[src/hw/rtl/sdsc_pkg.sv]
package sdsc_pkg;

  localparam int unsigned BUFFER_BYTES   = 512;
  localparam int unsigned REGISTER_COUNT = 20;

  localparam logic [15:0] WIN_LO = 16'hDE00;
  localparam logic [15:0] WIN_HI = 16'hDFFF;

  localparam logic [7:0] ST_RESET  = 8'h04;
  localparam logic [7:0] ST_MAPPED = 8'h08;
  localparam logic [7:0] ST_HC     = 8'h10;
  localparam logic [7:0] ST_FSMERR = 8'h20;
  localparam logic [7:0] ST_ERR    = 8'h40;
  localparam logic [7:0] ST_EXT    = 8'h80;

  localparam logic [7:0] CMD_RESET0 = 8'h00;
  localparam logic [7:0] CMD_RESET1 = 8'h10;
  localparam logic [7:0] CMD_END0   = 8'h01;
  localparam logic [7:0] CMD_END1   = 8'h11;
  localparam logic [7:0] CMD_READ   = 8'h02;
  localparam logic [7:0] CMD_WRITE  = 8'h03;
  localparam logic [7:0] CMD_FLASH  = 8'h53;
  localparam logic [7:0] CMD_INT0   = 8'h40;
  localparam logic [7:0] CMD_INT1   = 8'hC0;
  localparam logic [7:0] CMD_EXT    = 8'hC1;
  localparam logic [7:0] CMD_MAP    = 8'h81;
  localparam logic [7:0] CMD_UNMAP  = 8'h82;

  localparam logic [1:0] CFG_BASE     = 2'd0;
  localparam logic [1:0] CFG_MOUNTED  = 2'd1;
  localparam logic [1:0] CFG_WRITABLE = 2'd2;
  localparam logic [1:0] CFG_SECTORS  = 2'd3;

  typedef enum logic [2:0] {
    ACT_BUS_READ  = 3'd0,
    ACT_BUS_WRITE = 3'd1,
    ACT_FILL      = 3'd2,
    ACT_FETCH     = 3'd3,
    ACT_DONE      = 3'd4
  } action_t;

  typedef enum logic [1:0] {
    PK_NONE  = 2'd0,
    PK_READ  = 2'd1,
    PK_WRITE = 2'd2,
    PK_FLASH = 2'd3
  } pend_t;

  typedef enum logic [2:0] {
    S_IDLE,
    S_ACCESS,
    S_SWEEP,
    S_OUT,
    S_CLEAR
  } state_t;

endpackage

[src/hw/rtl/sdsc_buffer.sv]
module sdsc_buffer #(
  parameter int unsigned BufferBytes = sdsc_pkg::BUFFER_BYTES,
  localparam int unsigned AW = $clog2(BufferBytes)
) (
  input  logic          clk,
  input  logic          we,
  input  logic [AW-1:0] waddr,
  input  logic [7:0]    wdata,
  input  logic [AW-1:0] raddr,
  output logic [7:0]    rdata
);

  logic [7:0] mem [BufferBytes];
  logic [7:0] rdata_r;

  always_ff @(posedge clk) begin
    if (we) begin
      mem[waddr] <= wdata;
    end
    rdata_r <= mem[raddr];
  end

  assign rdata = rdata_r;

endmodule

[config.mk]
export PLATFORM = sky130hd
export DESIGN_NAME = sdsc_buffer
export DESIGN_NICKNAME = d
export VERILOG_FILES = /design/src/hw/rtl/sdsc_pkg.sv /design/src/hw/rtl/sdsc_buffer.sv
export SDC_FILE = /design/constraint.sdc
export NUM_CORES = 2
export LEC_CHECK = 0
export ABC_CLOCK_PERIOD_IN_PS = 7240
export BUFFER_PORTS_ARGS = -buffer_cell sky130_fd_sc_hd__buf_2
export CELL_PAD_IN_SITES_DETAIL_PLACEMENT = 1
export CELL_PAD_IN_SITES_GLOBAL_PLACEMENT = 2
export CORE_AREA = 2 2 679 681
export CTS_BUF_LIST = sky130_fd_sc_hd__clkbuf_4 sky130_fd_sc_hd__clkbuf_8
export CTS_CLUSTER_DIAMETER = 40
export DETAILED_ROUTE_END_ITERATION = 7
export DIE_AREA = 0 0 681 683
export PLACE_DENSITY = 0.66
export SYNTH_ARGS = -nofsm -noshare
export SYNTH_HDL_FRONTEND = slang
export SYNTH_SLANG_ARGS = --single-unit
[constraint.sdc]
create_clock -name clk -period 7.24 [get_ports clk]
set_input_delay 1.448 -clock clk [delete_from_list [all_inputs] [get_ports clk]]
set_output_delay 1.448 -clock clk [all_outputs]
set_load 0.05 [all_outputs]
==> impl_metrics.env <==
export IMPL_endpoint_kind="register"
export IMPL_yosys_area_share_adder_pct=0
export IMPL_fin_cells=15120
export IMPL_yosysUniqueCellTypes=51
export IMPL_avgRoutedWirePerCell_um=30.05
export IMPL_max_clock_freq_mhz=204.5
export IMPL_fp_row_count=249
export IMPL_final_hold_viol_count=0
export IMPL_muxShareOfSynthArea_pct=14.20
export IMPL_drt_first_pass_iters=6
export IMPL_yosysWarnings=0
export IMPL_synth_most_common_cell="edfxtp_1"
export IMPL_core_area_mm2=0.4583
export IMPL_nets=8459
export IMPL_synth_nets=8058
export IMPL_slew_headroom_pct=8.546
export IMPL_hold_ws_ns=0.6184
export IMPL_cts_setup_buffers=0
export IMPL_synth_edf_count=4096
export IMPL_ys_seq_elements=4104
export IMPL_die_area_mm2=0.4651
export IMPL_syn_area_mm2=0.1599
export IMPL_highest_layer="met5"
export IMPL_wl_met1_um=193600
export IMPL_synth_yosys_seq_area_share_pct=77.01
export IMPL_ys_top_cells_by_count="4096 x edfxtp_1, 797 x mux2i_1, 654 x mux4_2, 597 x nor2_1, 371 x o221ai_1"
export IMPL_grt_antenna_before_repair=33
export IMPL_synth_top_family_by_area="multiplexers"
export IMPL_path_max_fanout=47
export IMPL_hp_class="in -> reg"
export IMPL_final_cell_area_mm2=0.1806
export IMPL_slowest_delay_ns=0.88
export IMPL_place_ws_ns=1.127
export IMPL_drtIter0Drc=7939
export IMPL_place_congestion=0.8168
export IMPL_synth_simple_gate_area_share_pct=2.631
export IMPL_routed_wl_um=454400
export IMPL_ant_nets=0
export IMPL_synth_top_area_share_pct=76.91
export IMPL_ctsHoldBuffers=0
export IMPL_fin_total_pwr_mw=49.11
export IMPL_dpl_cell_area_mm2=0.1671
export IMPL_cp_cell_sequence="buf_12 -> buf_12 -> buf_4 -> mux2i_1 -> o221ai_1 -> a21oi_1 -> nor4_1 -> buf_4 -> nand4_1 -> nor4_1 -> buf_4 -> o2111a_1"
export IMPL_start_util_pct=34.90
export IMPL_min_period_over_period_pct=67.54
export IMPL_syn_avg_cell_area_um2=19.92
export IMPL_pin_count=36
export IMPL_critPathLaunchType="input port"
export IMPL_yosys_area_top_type="edfxtp_1"
export IMPL_status="finished clean"
export IMPL_crit_type="in -> reg"
export IMPL_cts_tree="built"
export IMPL_synth_top_cells_by_area="edfxtp_1 77%, mux4_2 9.2%, mux2i_1 5.0%, o221ai_1 2.0%, nor2_1 1.4%"
export IMPL_p_per_area_mw_per_mm2=271.9
export IMPL_clk_pin_slew_ns=0.06
export IMPL_grt_pass1_vias=86670
export IMPL_num_vias=82320
export IMPL_ir_drop_mv=0.1957
export IMPL_setup_ws_ns=2.350
export IMPL_drv_slew=0
export IMPL_die_h_um=683
export IMPL_crit_cells=12
export IMPL_synth_compound_area_share_pct=4.313
export IMPL_numCtsBuffers=697
export IMPL_crit_slowest_cell="nor4_1"
export IMPL_p_leak_nw=56.62
export IMPL_drive_gt1_share_pct=22.12
export IMPL_cts_root_buf="clkbuf_8"
export IMPL_finalCriticalPeriod_ns=4.890
export IMPL_arrival_ns=6.09
export IMPL_final_setup_tns_ns=0
export IMPL_drc=0
export IMPL_synth_xor_area_share_pct=0
export IMPL_tightestPinTransition_ns=1.357
export IMPL_dr_wl_met3_um=28310
export IMPL_reg2reg_depth=9
export IMPL_async_flop_share_pct=0
export IMPL_crit_buf_inv=5
export IMPL_yosys_most_used_dff="edfxtp_1"
export IMPL_clock_sinks=4104
export IMPL_setup_viol=0
export IMPL_h_tree_depth=6
export IMPL_dp_cells=13880
export IMPL_crit_top_cell="buf_4"
export IMPL_grt_use_total_pct=19.21
export IMPL_grt_max_degree=195
export IMPL_hold_path_depth=1
export IMPL_grt_overflow=0
export IMPL_required_ns=8.44
export IMPL_area_delta_synth_final_pct=12.94
export IMPL_max_cap_violations=0
export IMPL_dpl_hpwl_um=271200
export IMPL_fin_worst_skew_ns=0.1035
export IMPL_fin_util_pct=39.41
export IMPL_port_buffers=35
export IMPL_cpLargestDelayFamily="buffers and inverters"
export IMPL_die_w_um=681
export IMPL_clk_path_buf_depth=4
export IMPL_postSynthCellCount=8030
export IMPL_rsz0062_at_grt="no"
export IMPL_via_per_inst=5.444
export IMPL_wl_met2_um=218700
export IMPL_grt_first_pass_wirelength_um=648300
export IMPL_cts_resized=0
export IMPL_insertion_delay_ns=1.27
-- where the power goes --
part           total (mW)  internal (mW)  switching, mW
Clock                20.5           10.8           9.62
Combinational        2.43          0.730           1.70
Sequential           26.2           26.2         0.0381
-- final timing paths --
check                                 start  slack, ns          to
worst max-delay path               raddr[0]       2.35    rdata[2]
worst min-delay path               wdata[2]       0.62  mem[16][2]
worst max register to register   mem[59][2]       3.75    rdata[2]
worst min register to register  mem[155][1]       1.10    rdata[1]
-- kinds of logic after synthesis --
group | after synthesis
buffers and inverters | 516
AO/OA/AOI/OAI | 979
AND/OR/NAND/NOR | 980
multiplexers | 1451
flip-flops | 4104
-- flip-flops by register name (all words and copies together), names as in the netlist --
register  flops
mem        4096
rdata         8
-- area by class of cell --
type,count,area (µm²)
antenna,8,20.02
clock buffer,922,11310
clock inverter,311,2218
fill,44210,277700
inverter,3,18.77
multi-input combinational,3410,34040
sequential,4104,123200
tap,6149,7694
timing repair buffer,215,2176
-- placed cells by master (no fill, tap or decap), types with 61 or more instances in the layout --
| cell | instances |
|---|---|
| clkbuf_4 | 221 |
| a22oi_1 | 61 |
| nor3_1 | 107 |
| buf_4 | 138 |
| mux4_2 | 654 |
| clkinv_2 | 63 |
| o22ai_1 | 163 |
| a21oi_1 | 194 |
| o21ai_0 | 118 |
| clkinv_1 | 161 |
| nor2_1 | 595 |
| clkbuf_8 | 702 |
| edfxtp_1 | 4096 |
| o221ai_1 | 371 |
| mux2i_1 | 797 |
| nand2_1 | 97 |
-- worst register-to-register path, delay by kind of cell, from the launching register on --
kind | cells | cell delay (ns)
and+or+nand+nor | 3 | 1.62
AOI/OAI and AO/OA | 3 | 0.92
buffers and inverters | 2 | 0.51
DFF | 1 | 0.33
muxes | 1 | 0.09
-- routing by layer --
metal  global-route usage [%]  up-vias
li1                         -    34400
met1                    26.44    44300
met2                    31.35     2913
met3                    3.217      704
met4                    5.758        6
met5                        0        -
Power figures use the tool's default switching activity.
